File: config.mk
export PLATFORM = sky130hd
export DESIGN_NAME = comment_blanking_filter_unit_flat
export DESIGN_NICKNAME = d
export VERILOG_FILES = /design/src/cbf_pkg.sv /design/src/cbf_if.sv /design/src/cbf_front.sv /design/src/cbf_queue.sv /design/src/cbf_back.sv /design/src/comment_blanking_filter_unit.sv /design/src/flat_wrapper.sv
export SDC_FILE = /design/constraint.sdc
export NUM_CORES = 1
export LEC_CHECK = 0
export BUFFER_PORTS_ARGS = -buffer_cell sky130_fd_sc_hd__buf_4
export CAP_MARGIN = 20
export CORE_ASPECT_RATIO = 1.75
export CORE_MARGIN = 2
export CORE_UTILIZATION = 55
export CTS_CLUSTER_DIAMETER = 200
export DETAILED_ROUTE_END_ITERATION = 8
export PLACE_DENSITY = 0.72
export SKIP_LAST_GASP = 1
export SLEW_MARGIN = 30
export SYNTH_ARGS = -nofsm -noshare
export SYNTH_HDL_FRONTEND = slang
export SYNTH_HIERARCHICAL = 1
export SYNTH_SLANG_ARGS = --single-unit
File: constraint.sdc
create_clock -name clock -period 13.1 [get_ports clock]
set_input_delay 0.655 -clock clock [delete_from_list [all_inputs] [get_ports clock]]
set_output_delay 0.655 -clock clock [all_outputs]
set_load 0.03 [all_outputs]
File: src/cbf_pkg.sv
`timescale 1ns / 1ps
// Shared types and constants of the comment blanking filter.
// No dependencies; the files of the block but cbf_if refer to it by scoped names.
package cbf_pkg;

   localparam logic [7:0] CH_STAR  = 8'h2A;
   localparam logic [7:0] CH_SLASH = 8'h2F;
   localparam logic [7:0] CH_NL    = 8'h0A;

   // Most bytes one input item can cause.
   localparam int MaxResults = 4;
   localparam int CountW     = $clog2(MaxResults + 1);
   localparam int IdxW       = $clog2(MaxResults);

   // Default depth of the queue between the front and the back.
   localparam int QueueDepth = 2;

   // Block comment tracking in the first pass.
   typedef enum logic [2:0] {
      BLK_OUT  = 3'b001,   // outside a block comment
      BLK_IN   = 3'b010,   // inside, last byte not a star
      BLK_STAR = 3'b100    // inside, last byte a star
   } block_mode_type;

   // Bytes caused by one input item, in output order.
   typedef struct packed {
      logic [MaxResults-1:0][7:0] bytes;
      logic [CountW-1:0]          count;
      logic                       last;
   } group_type;

endpackage

File: src/cbf_if.sv
`timescale 1ns / 1ps
// Valid/ready channels of the comment blanking filter: text in, filtered text out.
// No dependencies.
interface cbf_req_if;
   logic       valid;
   logic       ready;
   logic [7:0] in_byte;
   logic       stream_end;

   modport source (output valid, output in_byte, output stream_end, input ready);
   modport sink   (input valid, input in_byte, input stream_end, output ready);
endinterface

interface cbf_rsp_if;
   logic       valid;
   logic       ready;
   logic [7:0] out_byte;
   logic       run_end;
   logic       text_end;

   modport source (output valid, output out_byte, output run_end, output text_end,
                   input ready);
   modport sink   (input valid, input out_byte, input run_end, input text_end,
                   output ready);
endinterface

File: src/cbf_front.sv
`timescale 1ns / 1ps
// Front of the filter: accepts text bytes, runs both blanking passes.
// Depends on cbf_pkg and cbf_if; queues one byte group per item causing bytes.
module cbf_front (
   input  logic                clock,
   input  logic                reset,
   cbf_req_if.sink             req,
   input  logic                push_ready,
   output logic                push_valid,
   output cbf_pkg::group_type  push_group
);

   typedef struct packed {
      logic                                        lm;
      logic                                        lh;
      logic [cbf_pkg::CountW-1:0]                  cnt;
      logic [cbf_pkg::MaxResults-1:0][7:0]         bytes;
   } work_type;

   cbf_pkg::block_mode_type block_mode_ff, block_mode_in;
   logic                    block_held_ff, block_held_in;
   logic                    line_mode_ff, line_mode_in;
   logic                    line_held_ff, line_held_in;
   work_type                w;
   logic                    opened;
   logic                    accept;

   // Append one byte; drop it beyond the group size.
   function automatic work_type emit(work_type a, logic [7:0] b);
      work_type r;
      r = a;
      if (r.cnt < cbf_pkg::CountW'(cbf_pkg::MaxResults)) begin
         r.bytes[r.cnt[cbf_pkg::IdxW-1:0]] = b;
         r.cnt = r.cnt + 1'b1;
      end
      return r;
   endfunction

   // Second pass: slash-slash comments, one byte from the first pass.
   function automatic work_type line_feed(work_type a, logic [7:0] c);
      work_type r;
      logic     done;
      r    = a;
      done = 1'b0;
      if (r.lm) begin
         r = emit(r, cbf_pkg::CH_NL);
         if (c == cbf_pkg::CH_NL) r.lm = 1'b0;
      end else begin
         if (r.lh) begin
            r.lh = 1'b0;
            if (c == cbf_pkg::CH_SLASH) begin
               r    = emit(r, cbf_pkg::CH_NL);
               r    = emit(r, cbf_pkg::CH_NL);
               r.lm = 1'b1;
               done = 1'b1;
            end else begin
               r = emit(r, cbf_pkg::CH_SLASH);
            end
         end
         if (!done) begin
            if (c == cbf_pkg::CH_SLASH) r.lh = 1'b1;
            else                        r = emit(r, c);
         end
      end
      return r;
   endfunction

   assign accept    = req.valid && req.ready;
   assign req.ready = push_ready;

   // First pass on the incoming byte, feeding the second pass.
   always_comb begin
      w             = '0;
      w.lm          = line_mode_ff;
      w.lh          = line_held_ff;
      block_mode_in = block_mode_ff;
      block_held_in = block_held_ff;
      opened        = 1'b0;
      if (block_mode_ff != cbf_pkg::BLK_OUT) begin
         w = line_feed(w, cbf_pkg::CH_NL);
         if (block_mode_ff == cbf_pkg::BLK_STAR && req.in_byte == cbf_pkg::CH_SLASH)
            block_mode_in = cbf_pkg::BLK_OUT;
         else if (req.in_byte == cbf_pkg::CH_STAR)
            block_mode_in = cbf_pkg::BLK_STAR;
         else
            block_mode_in = cbf_pkg::BLK_IN;
      end else begin
         if (block_held_ff) begin
            block_held_in = 1'b0;
            if (req.in_byte == cbf_pkg::CH_STAR) begin
               w             = line_feed(w, cbf_pkg::CH_NL);
               w             = line_feed(w, cbf_pkg::CH_NL);
               block_mode_in = cbf_pkg::BLK_STAR;
               opened        = 1'b1;
            end else begin
               w = line_feed(w, cbf_pkg::CH_SLASH);
            end
         end
         if (!opened) begin
            if (req.in_byte == cbf_pkg::CH_SLASH) block_held_in = 1'b1;
            else                                  w = line_feed(w, req.in_byte);
         end
      end
      // flush held slashes and drop open comments at stream end
      if (req.stream_end) begin
         if (block_held_in) begin
            block_held_in = 1'b0;
            w             = line_feed(w, cbf_pkg::CH_SLASH);
         end
         if (w.lh) begin
            w.lh = 1'b0;
            w    = emit(w, cbf_pkg::CH_SLASH);
         end
         block_mode_in = cbf_pkg::BLK_OUT;
         w.lm          = 1'b0;
      end
      line_mode_in = w.lm;
      line_held_in = w.lh;
   end

   assign push_valid       = accept && (w.cnt != '0);
   assign push_group.bytes = w.bytes;
   assign push_group.count = w.cnt;
   assign push_group.last  = req.stream_end;

   always_ff @(posedge clock) begin
      if (reset) begin
         block_mode_ff <= cbf_pkg::BLK_OUT;
         block_held_ff <= 1'b0;
         line_mode_ff  <= 1'b0;
         line_held_ff  <= 1'b0;
      end else if (accept) begin
         block_mode_ff <= block_mode_in;
         block_held_ff <= block_held_in;
         line_mode_ff  <= line_mode_in;
         line_held_ff  <= line_held_in;
      end
   end

endmodule

File: src/cbf_queue.sv
`timescale 1ns / 1ps
// Short queue of byte groups between the front and the back of the filter.
// Depends on cbf_pkg.
module cbf_queue #(
   parameter int Depth = cbf_pkg::QueueDepth
) (
   input  logic                clock,
   input  logic                reset,
   input  logic                push_valid,
   input  cbf_pkg::group_type  push_group,
   output logic                push_ready,
   output logic                head_valid,
   output cbf_pkg::group_type  head_group,
   input  logic                pop
);

   localparam int PtrW = (Depth > 1) ? $clog2(Depth) : 1;
   localparam int CntW = $clog2(Depth + 1);

   cbf_pkg::group_type entry_ff [Depth];
   logic [PtrW-1:0]    wr_ptr_ff, wr_ptr_in;
   logic [PtrW-1:0]    rd_ptr_ff, rd_ptr_in;
   logic [CntW-1:0]    fill_ff, fill_in;
   logic               do_push, do_pop;

   assign push_ready = (fill_ff != CntW'(Depth));
   assign head_valid = (fill_ff != '0);
   assign head_group = entry_ff[rd_ptr_ff];
   assign do_push    = push_valid && push_ready;
   assign do_pop     = pop && head_valid;

   always_comb begin
      wr_ptr_in = wr_ptr_ff;
      rd_ptr_in = rd_ptr_ff;
      fill_in   = fill_ff;
      if (do_push)
         wr_ptr_in = (wr_ptr_ff == PtrW'(Depth - 1)) ? '0 : wr_ptr_ff + 1'b1;
      if (do_pop)
         rd_ptr_in = (rd_ptr_ff == PtrW'(Depth - 1)) ? '0 : rd_ptr_ff + 1'b1;
      if (do_push && !do_pop)      fill_in = fill_ff + 1'b1;
      else if (do_pop && !do_push) fill_in = fill_ff - 1'b1;
   end

   always_ff @(posedge clock) begin
      if (reset) begin
         wr_ptr_ff <= '0;
         rd_ptr_ff <= '0;
         fill_ff   <= '0;
      end else begin
         wr_ptr_ff <= wr_ptr_in;
         rd_ptr_ff <= rd_ptr_in;
         fill_ff   <= fill_in;
      end
   end

   always_ff @(posedge clock) begin
      if (do_push) entry_ff[wr_ptr_ff] <= push_group;
   end

endmodule

File: src/cbf_back.sv
`timescale 1ns / 1ps
// Back of the filter: sends the bytes of each queued group, one per handshake.
// Depends on cbf_pkg and cbf_if.
module cbf_back (
   input  logic                clock,
   input  logic                reset,
   input  logic                head_valid,
   input  cbf_pkg::group_type  head_group,
   output logic                pop,
   cbf_rsp_if.source           rsp
);

   logic [cbf_pkg::IdxW-1:0] idx_ff, idx_in;
   logic                     out_valid_ff, out_valid_in;
   logic [7:0]               out_byte_ff;
   logic                     run_end_ff;
   logic                     text_end_ff;
   logic                     load;
   logic                     group_done;

   // Load the output register when a group waits and it is empty or being taken.
   assign load       = head_valid && (!out_valid_ff || rsp.ready);
   assign group_done = ({1'b0, idx_ff} == (head_group.count - 1'b1));
   assign pop        = load && group_done;

   always_comb begin
      idx_in       = idx_ff;
      out_valid_in = out_valid_ff;
      if (rsp.ready) out_valid_in = 1'b0;
      if (load) begin
         out_valid_in = 1'b1;
         idx_in       = group_done ? '0 : idx_ff + 1'b1;
      end
   end

   always_ff @(posedge clock) begin
      if (reset) begin
         idx_ff       <= '0;
         out_valid_ff <= 1'b0;
      end else begin
         idx_ff       <= idx_in;
         out_valid_ff <= out_valid_in;
      end
   end

   always_ff @(posedge clock) begin
      if (load) begin
         out_byte_ff <= head_group.bytes[idx_ff];
         run_end_ff  <= group_done;
         text_end_ff <= group_done && head_group.last;
      end
   end

   assign rsp.valid    = out_valid_ff;
   assign rsp.out_byte = out_byte_ff;
   assign rsp.run_end  = run_end_ff;
   assign rsp.text_end = text_end_ff;

endmodule

File: src/comment_blanking_filter_unit.sv
`timescale 1ns / 1ps
// Comment blanking filter: top level. Uses cbf_pkg, cbf_if, cbf_front,
// cbf_queue and cbf_back.
//
// Usage:
//   req_chan carries text bytes (in_byte) with stream_end on the last byte of
//   a text. rsp_chan returns the filtered bytes, with block comments and
//   slash-slash comments replaced by newline bytes. Each item causes zero to
//   four result bytes; run_end marks the last byte an item causes, text_end
//   the last byte of a whole text. Held slashes are flushed on stream_end and
//   all comment state starts fresh for the next text.
// Timing:
//   The front runs both passes on an item in the cycle it is accepted and
//   pushes any byte group it causes into a QueueDepth-entry queue. The back
//   drains one byte per cycle into an output register while rsp_chan is
//   ready; the first byte of an item passes the queue and then the output
//   register before it is offered on rsp_chan. Throughput is one item per
//   cycle while items cause one byte each and rsp_chan is ready; an item
//   of more bytes holds the single output port; the queue fills behind it.
// Reset and stalls:
//   Synchronous reset empties the queue and the output register and returns
//   both passes to outside any comment. When rsp_chan stalls, hold the output
//   byte; req_chan keeps accepting until the queue is full.
module comment_blanking_filter_unit #(
   parameter int QueueDepth = cbf_pkg::QueueDepth
) (
   input  logic       clock,
   input  logic       reset,
   cbf_req_if.sink    req_chan,
   cbf_rsp_if.source  rsp_chan
);

   logic               push_valid;
   logic               push_ready;
   cbf_pkg::group_type push_group;
   logic               head_valid;
   cbf_pkg::group_type head_group;
   logic               pop;

   // Front: accept and classify, one group per item that causes bytes.
   cbf_front u_front (
      .clock      (clock),
      .reset      (reset),
      .req        (req_chan),
      .push_ready (push_ready),
      .push_valid (push_valid),
      .push_group (push_group)
   );

   // Decouple the two sides so each can stall on its own.
   cbf_queue #(
      .Depth (QueueDepth)
   ) u_queue (
      .clock      (clock),
      .reset      (reset),
      .push_valid (push_valid),
      .push_group (push_group),
      .push_ready (push_ready),
      .head_valid (head_valid),
      .head_group (head_group),
      .pop        (pop)
   );

   // Back: serialize groups into single output bytes.
   cbf_back u_back (
      .clock      (clock),
      .reset      (reset),
      .head_valid (head_valid),
      .head_group (head_group),
      .pop        (pop),
      .rsp        (rsp_chan)
   );

endmodule

File: src/flat_wrapper.sv
// flat-port wrapper written by rule: the top's interface ports become plain ports
module comment_blanking_filter_unit_flat 
#(
   parameter int QueueDepth = cbf_pkg::QueueDepth
)
  (clock, reset, req_chan_valid, req_chan_in_byte, req_chan_stream_end, req_chan_ready, rsp_chan_valid, rsp_chan_out_byte, rsp_chan_run_end, rsp_chan_text_end, rsp_chan_ready);
  cbf_req_if req_chan_i ();
  cbf_rsp_if rsp_chan_i ();
  input  logic clock;
  input  logic reset;
  input wire logic [$bits(req_chan_i.valid)-1:0] req_chan_valid;
  input wire logic [$bits(req_chan_i.in_byte)-1:0] req_chan_in_byte;
  input wire logic [$bits(req_chan_i.stream_end)-1:0] req_chan_stream_end;
  output wire logic [$bits(req_chan_i.ready)-1:0] req_chan_ready;
  output wire logic [$bits(rsp_chan_i.valid)-1:0] rsp_chan_valid;
  output wire logic [$bits(rsp_chan_i.out_byte)-1:0] rsp_chan_out_byte;
  output wire logic [$bits(rsp_chan_i.run_end)-1:0] rsp_chan_run_end;
  output wire logic [$bits(rsp_chan_i.text_end)-1:0] rsp_chan_text_end;
  input wire logic [$bits(rsp_chan_i.ready)-1:0] rsp_chan_ready;
  assign req_chan_i.valid = req_chan_valid;
  assign req_chan_i.in_byte = req_chan_in_byte;
  assign req_chan_i.stream_end = req_chan_stream_end;
  assign req_chan_ready = req_chan_i.ready;
  assign rsp_chan_valid = rsp_chan_i.valid;
  assign rsp_chan_out_byte = rsp_chan_i.out_byte;
  assign rsp_chan_run_end = rsp_chan_i.run_end;
  assign rsp_chan_text_end = rsp_chan_i.text_end;
  assign rsp_chan_i.ready = rsp_chan_ready;
  comment_blanking_filter_unit #(.QueueDepth(QueueDepth)) u_core (.clock(clock), .reset(reset), .req_chan(req_chan_i), .rsp_chan(rsp_chan_i));
endmodule
==> flow_metrics.py, run 1 <==
metrics = {
    "synthesis": {
        "avgSynthCellArea_sq_um": 11.1,
        "ys_ff_latch": 96,
        "synth_edf_count": 82,
        "synth-seq-area-share_pct": 45.1,
        "async_flop_share_pct": 0,
        "synth_top_area_share_pct": 40.5,
        "synth_area_sq_um": 6090,
        "yosys_warnings": 6,
        "syn_nets": 592,
        "synth.distinct_cells": 74,
        "synth_top_area_cell": "edfxtp_1",
        "ys_top_cells_by_area": "edfxtp_1, mux2_2, ha_1",
        "synth_flop_cell": "edfxtp_1",
        "synth_cells": 550,
    },
    "cells_and_area": {
        "layout_common_cells": "edfxtp_1, nor2_1, nand2_1",
        "post-route-util_pct": 59.3,
        "stdcell_count": 669,
        "final_common_cell": "edfxtp_1",
        "fillers": 907,
        "fin_area_sq_um": 6380,
        "nNetsFinal": 576,
        "drive_gt1_share_pct": 20.8,
        "syn_to_final_growth_pct": 4.83,
        "antenna_cells": 0,
    },
    "pwr": {
        "p_sw_share_pct": 28.8,
        "powerDensity_nw_per_um2": 153,
        "leakage_nw": 2.43,
        "vdd_drop_max_v": 0.000146,
        "switching_power_uw": 282,
        "pwr-share-seq_pct": 46.8,
        "p_int_uw": 696,
        "pwr-share-clk_pct": 26.3,
        "combPwrFrac_pct": 26.9,
    },
    "timing": {
        "skew_ns": 0.00877,
        "setup_viol": 0,
        "worst_pin_slew_ns": 0.833,
        "relSlewSlack_pct": 43.9,
        "finalHoldViolCount": 0,
        "finalSetupTns_ns": 0,
        "finalCriticalPeriod_ns": 7.32,
        "rsz0062_at_grt": "no",
        "max_freq_ghz": 0.137,
        "slew_violations": 0,
        "fin_crit_sh_pct": 55.9,
    },
    "cts": {
        "cts_buffer_depth": 2,
        "clkTransAtPathRegs_ns": 0.07,
        "ctsHoldBuffers": 0,
        "htreeDepth": 3,
        "cts_setup_buffers": 0,
        "cts_sinks": 96,
        "ctsResizeCount": 0,
        "cts_tree": "built",
        "cts_root_buffer": "clkbuf_16",
        "clock_latency_ns": 0.33,
        "cts_buffers": 9,
    },
    "setup_path": {
        "critPathArrivalTime_ns": 7.59,
        "r2r-start": "u_core/u_front/line_mode_ff",
        "r2r_cells": 28,
        "worstSetupPathType": "flop to flop",
        "cp_max_fo": 9,
        "rr_endpoint": "u_core/u_queue/fill_ff[1]",
        "cp_common_cell": "ha_1",
        "rrSetupSlack_ns": 5.78,
        "cp-start-kind": "flop",
        "cpPeakStageDelay_ns": 0.53,
        "end_kind": "flop",
        "critPathSlowestCell": "a31oi_1",
        "required_ns": 13.37,
    },
    "routing": {
        "drtAntennaViolNets": 0,
        "wl_per_cell_microns": 21.5,
        "drc": 0,
        "wl_microns": 14400,
        "drt_iter0_markers": 235,
        "dr.pass1.iters": 5,
        "via_per_inst": 6.25,
        "num_vias": 4181,
    },
    "grt": {
        "grt_max_degree": 37,
        "antenna_found_initial": 0,
        "grt_pass1_vias": 4251,
        "grt_first_pass_wirelength_microns": 22500,
        "grt_usage_pct": 24.6,
        "grt.overflow.total": 0,
    },
    "worst_hold_path": {
        "hp-start": "u_core/u_back/rsp.valid",
        "min_path_cells": 2,
        "min_to": "u_core/u_back/rsp.valid",
        "holdCritPathClass": "flop to flop",
    },
    "placed_design": {
        "port_buffers": 24,
        "place_area_sq_um": 6080,
        "hpwl_microns": 11100,
        "gp_congestion": 1.04,
        "placed_cells": 653,
    },
    "die": {
        "pin_count": 25,
        "die-area_sq_um": 12000,
        "fp.dieW_microns": 83.5,
        "std_cell_rows": 50,
        "coreArea_sq_um": 10800,
        "initial_core_util_pct": 56.6,
        "die-height_microns": 143,
    },
    "job": {
        "max_cap_violations": 0,
    },
    "outcome": {
        "outcome": "complete, no violations",
    },
}
==> cells in the mapped netlist, types with 6 or more instances <==
library cell   n
edfxtp_1      82
buf_4         43
nor2_1        41
nand2_1       38
mux2_2        37
o21ai_0       32
a21oi_1       31
ha_1          29
inv_1         23
dfxtp_1       14
and3_1        11
a22o_1        10
o21a_1         9
and2_1         8
buf_2          8
xnor2_1        8
a31oi_1        6
mux2i_1        6
mux4_2         6
o21ai_1        6
==> worst max-delay path, delay by kind of cell, from the launching register on <==
kind,cells,cell delay (ns)
buffers and inverters,3,0.41
adder cells (fa/ha/maj),8,2.48
AND/OR/NAND/NOR,4,0.78
flip-flops,1,0.52
AO/OA/AOI/OAI,10,2.45
multiplexers,3,0.61
==> state kept, by name, summed over array words and instances, names as in the netlist, named ones only <==
signal	flops
u_core/u_front/line_held_ff	1
u_core/u_queue/wr_ptr_ff	1
u_core/u_front/block_held_ff	1
u_core/u_back/rsp.text_end	1
u_core/u_back/rsp.out_byte	8
u_core/u_queue/fill_ff	2
u_core/u_back/idx_ff	2
u_core/u_back/rsp.valid	1
u_core/u_front/block_mode_ff	3
u_core/u_front/line_mode_ff	1
u_core/u_queue/rd_ptr_ff	1
u_core/u_back/rsp.run_end	1
u_core/u_queue/entry_ff	72
==> power by group through the flow <==
stage	clock, mW	sequential (mW)	combinational [mW]
after floorplan	0	0.486	0.172
after global placement	0	0.460	0.260
after detailed placement	0	0.465	0.266
after CTS	0.263	0.460	0.267
after global routing	0.274	0.465	0.284
final	0.258	0.458	0.263
==> final cells by class <==
cell class / instances / area [sq um] / share of cell area [%]
clock buffers: 12 / 246 / 3.86
clock inverters: 4 / 52.6 / 0.824
inverters: 23 / 86.3 / 1.35
multi-input cells: 374 / 2870 / 44.9
flip-flops and latches: 96 / 2740 / 43.0
well taps: 130 / 163 / 2.55
repair buffers: 30 / 225 / 3.53
==> worst max path at each step <==
stage	slack [ns]	cells after the start	endpoint	start
after floorplan	6.45	24	u_core/u_queue/entry_ff[1][0]	req_chan_in_byte[0]
after global placement	5.90	27	u_core/u_queue/fill_ff[1]	req_chan_in_byte[0]
after detailed placement	5.78	27	u_core/u_queue/fill_ff[1]	req_chan_in_byte[0]
after CTS	5.82	28	u_core/u_queue/fill_ff[1]	u_core/u_front/line_mode_ff
after global routing	5.44	27	u_core/u_queue/fill_ff[1]	u_core/u_front/line_mode_ff
final	5.78	28	u_core/u_queue/fill_ff[1]	u_core/u_front/line_mode_ff
==> logic make-up (layout without fill, tap and decap cells) <==
logic type               count (synthesis)  in the layout  share of synthesized area [%]
AND/OR/NAND/NOR                        143            143                           12.6
XOR/XNOR                                12             12                           1.73
flip-flops                              96             96                           45.1
multiplexers                            51             51                           10.9
adder cells (fa/ha/maj)                 29             29                           5.96
AO/OA/AOI/OAI                          139            139                           15.8
buffers and inverters                   80             69                           7.87
==> through the flow <==
step,hold slack (ns),setup WS [ns],power [mW]
after CTS,0.509,5.82,0.991
after floorplan,0.463,6.45,0.657
after global placement,0.483,5.90,0.720
final,0.507,5.78,0.979
after detailed placement,0.496,5.78,0.732
after global routing,0.531,5.44,1.02
==> per-layer routing <==
metal,GRT usage [%],wire [microns],vias up
met5,0,0,-
met4,16.8,956,0
met3,3.76,403,46
met2,46.1,7820,117
met1,24.6,5180,2045
li1,-,-,1973
Note: power is estimated with default switching activity, not from simulation.
==> inputs of run 2 (changes only) <==
PLACE_DENSITY = 0.75   (was 0.72)
clock period = 6.4 ns   (was 13.1 ns; I/O delays follow)
==> flow_metrics.py, run 2 (synthesis results as in run 1) <==
metrics = {
    "routing": {
        "wl_microns": 14600,
        "num_vias": 4352,
        "drtAntennaViolNets": 0,
        "drt_iter0_markers": 235,
        "drc": 0,
        "wl_per_cell_microns": 20.8,
        "dr.pass1.iters": 5,
        "via_per_inst": 6.18,
    },
    "cts": {
        "clock_latency_ns": 0.34,
        "clkTransAtPathRegs_ns": 0.07,
        "htreeDepth": 3,
        "cts_sinks": 96,
        "cts_tree": "built",
        "cts_buffers": 9,
        "cts_root_buffer": "clkbuf_16",
        "cts_buffer_depth": 2,
    },
    "cells_and_area": {
        "fin_area_sq_um": 6720,
        "nNetsFinal": 611,
        "final_common_cell": "edfxtp_1",
        "antenna_cells": 0,
        "top_register": "u_core/u_queue/entry_ff",
        "regArea_sq_um": 2750,
        "largest_reg_flops": 72,
        "layout_common_cells": "edfxtp_1, buf_4, nor2_1",
        "fillers": 861,
        "syn_to_final_growth_pct": 10.3,
        "multi_input_area_sq_um": 2880,
        "drive_gt1_share_pct": 27.2,
    },
    "timing": {
        "finalHoldViolCount": 0,
        "slew_violations": 0,
        "relSlewSlack_pct": 44.9,
        "max_freq_ghz": 0.166,
        "finalCriticalPeriod_ns": 6.02,
        "skew_ns": 0.0102,
        "worst_pin_slew_ns": 0.826,
        "rsz0062_at_grt": "no",
        "setup_viol": 0,
        "fin_crit_sh_pct": 94.1,
        "setup_slack_ns": 0.378,
        "finalSetupTns_ns": 0,
    },
    "grt": {
        "antenna_found_initial": 0,
        "grt_first_pass_wirelength_microns": 23300,
        "grt_pass1_vias": 4489,
        "grt_usage_pct": 25.3,
        "met1_usage_pct": 26.3,
        "grtUsageMet3_pct": 3.35,
        "grt.overflow.total": 0,
        "busiest_layer": "met2",
        "grt_max_degree": 37,
        "use_met2_pct": 45.6,
    },
    "pwr": {
        "vdd_drop_max_v": 0.000253,
        "powerDensity_nw_per_um2": 307,
        "leakage_nw": 2.64,
        "p_total_mw": 2.06,
    },
    "setup_path": {
        "crit_path_start": "u_core/u_front/line_mode_ff",
        "cp_num_cells": 29,
        "required_ns": 6.68,
        "worstSetupPathType": "flop to flop",
        "end_kind": "flop",
        "critPathArrivalTime_ns": 6.30,
        "rr_endpoint": "u_core/u_queue/fill_ff[1]",
        "cp-start-kind": "flop",
        "cp_max_fo": 7,
        "r2r-start": "u_core/u_front/line_mode_ff",
        "critPathSlowestCell": "dfxtp_2",
        "crit_buf_inv": 3,
        "r2r_cells": 29,
        "cpPeakStageDelay_ns": 0.40,
        "cp-endpoint": "u_core/u_queue/fill_ff[1]",
        "critPathTopFamily": "adder cells",
        "rrSetupSlack_ns": 0.38,
        "cp_common_cell": "ha_1",
    },
    "placed_design": {
        "gp_congestion": 0.981,
        "port_buffers": 24,
        "place_area_sq_um": 6350,
        "hpwl_microns": 11200,
        "place_ws_ns": 0.0600,
    },
    "die": {
        "initial_core_util_pct": 56.6,
        "die-area_sq_um": 12000,
        "pin_count": 25,
        "coreArea_sq_um": 10800,
        "std_cell_rows": 50,
        "fp.dieW_microns": 83.5,
        "die-height_microns": 143,
    },
    "worst_hold_path": {
        "holdCritPathClass": "primary input to flop",
        "hp-start": "req_chan_stream_end",
    },
    "job": {
        "max_cap_violations": 0,
    },
    "outcome": {
        "outcome": "complete, no violations",
    },
}
[run 2: how the worst min path moves through the flow]
stage / to / slack [ns] / cells after the start
final: u_core/u_queue/entry_ff[0][0] / 0.24 / 1
after CTS: u_core/u_queue/entry_ff[1][0] / 0.23 / 1
after floorplan: u_core/u_back/idx_ff[0] / 0.39 / 1
after global routing: u_core/u_queue/entry_ff[0][0] / 0.24 / 1
after detailed placement: flop / 0.49 / 2
after global placement: u_core/u_front/block_mode_ff[2] / 0.48 / 2
[run 2: area by class of cell]
cell class	count	area share (%)
timing repair buffer	65	7.64
multi-input combinational	374	42.9
clock buffer	13	4.51
tap	130	2.42
sequential	96	40.9
inverter	23	1.29
clock inverter	3	0.354
[run 2: per-stage QoR]
| step | util [%] | hold slack, ns | std cells |
|---|---|---|---|
| floorplan | - | 0.389 | 550 |
| global placement | 59.0 | 0.485 | 685 |
| detailed placement | 59.0 | 0.491 | 685 |
| CTS | 62.0 | 0.227 | 701 |
| global route | 62.4 | 0.237 | 704 |
| finish | 62.4 | 0.242 | 704 |
[run 2: worst reg2reg max path: cells and delay by family, from the launching register on]
kind / cells / cell delay [ns]
fa+ha+maj: 8 / 2.03
mux: 3 / 0.62
simple gates: 4 / 0.69
buf+inv: 3 / 0.24
compound gates: 10 / 1.82
flops: 1 / 0.40
xor+xnor: 1 / 0.16
[run 2: layer usage]
layer | wire length (microns) | vias to the layer above
met5 | 0 | -
met4 | 1100 | 0
met3 | 491 | 63
met2 | 7730 | 147
met1 | 5300 | 2095
li1 | - | 2047
[run 2: where the power goes]
group	internal, mW	switching, mW	total [mW]	leakage [nW]
sequential	0.869	0.0708	0.940	0.891
combinational	0.255	0.308	0.564	1.58
clock	0.335	0.220	0.555	0.163
total	1.46	0.599	2.06	2.64
[run 2: timing repair]
action	CTS	global route
setup endpoints to repair	0	74
gates resized for setup	0	7
hold buffers	0	0
buffers inserted	0	3
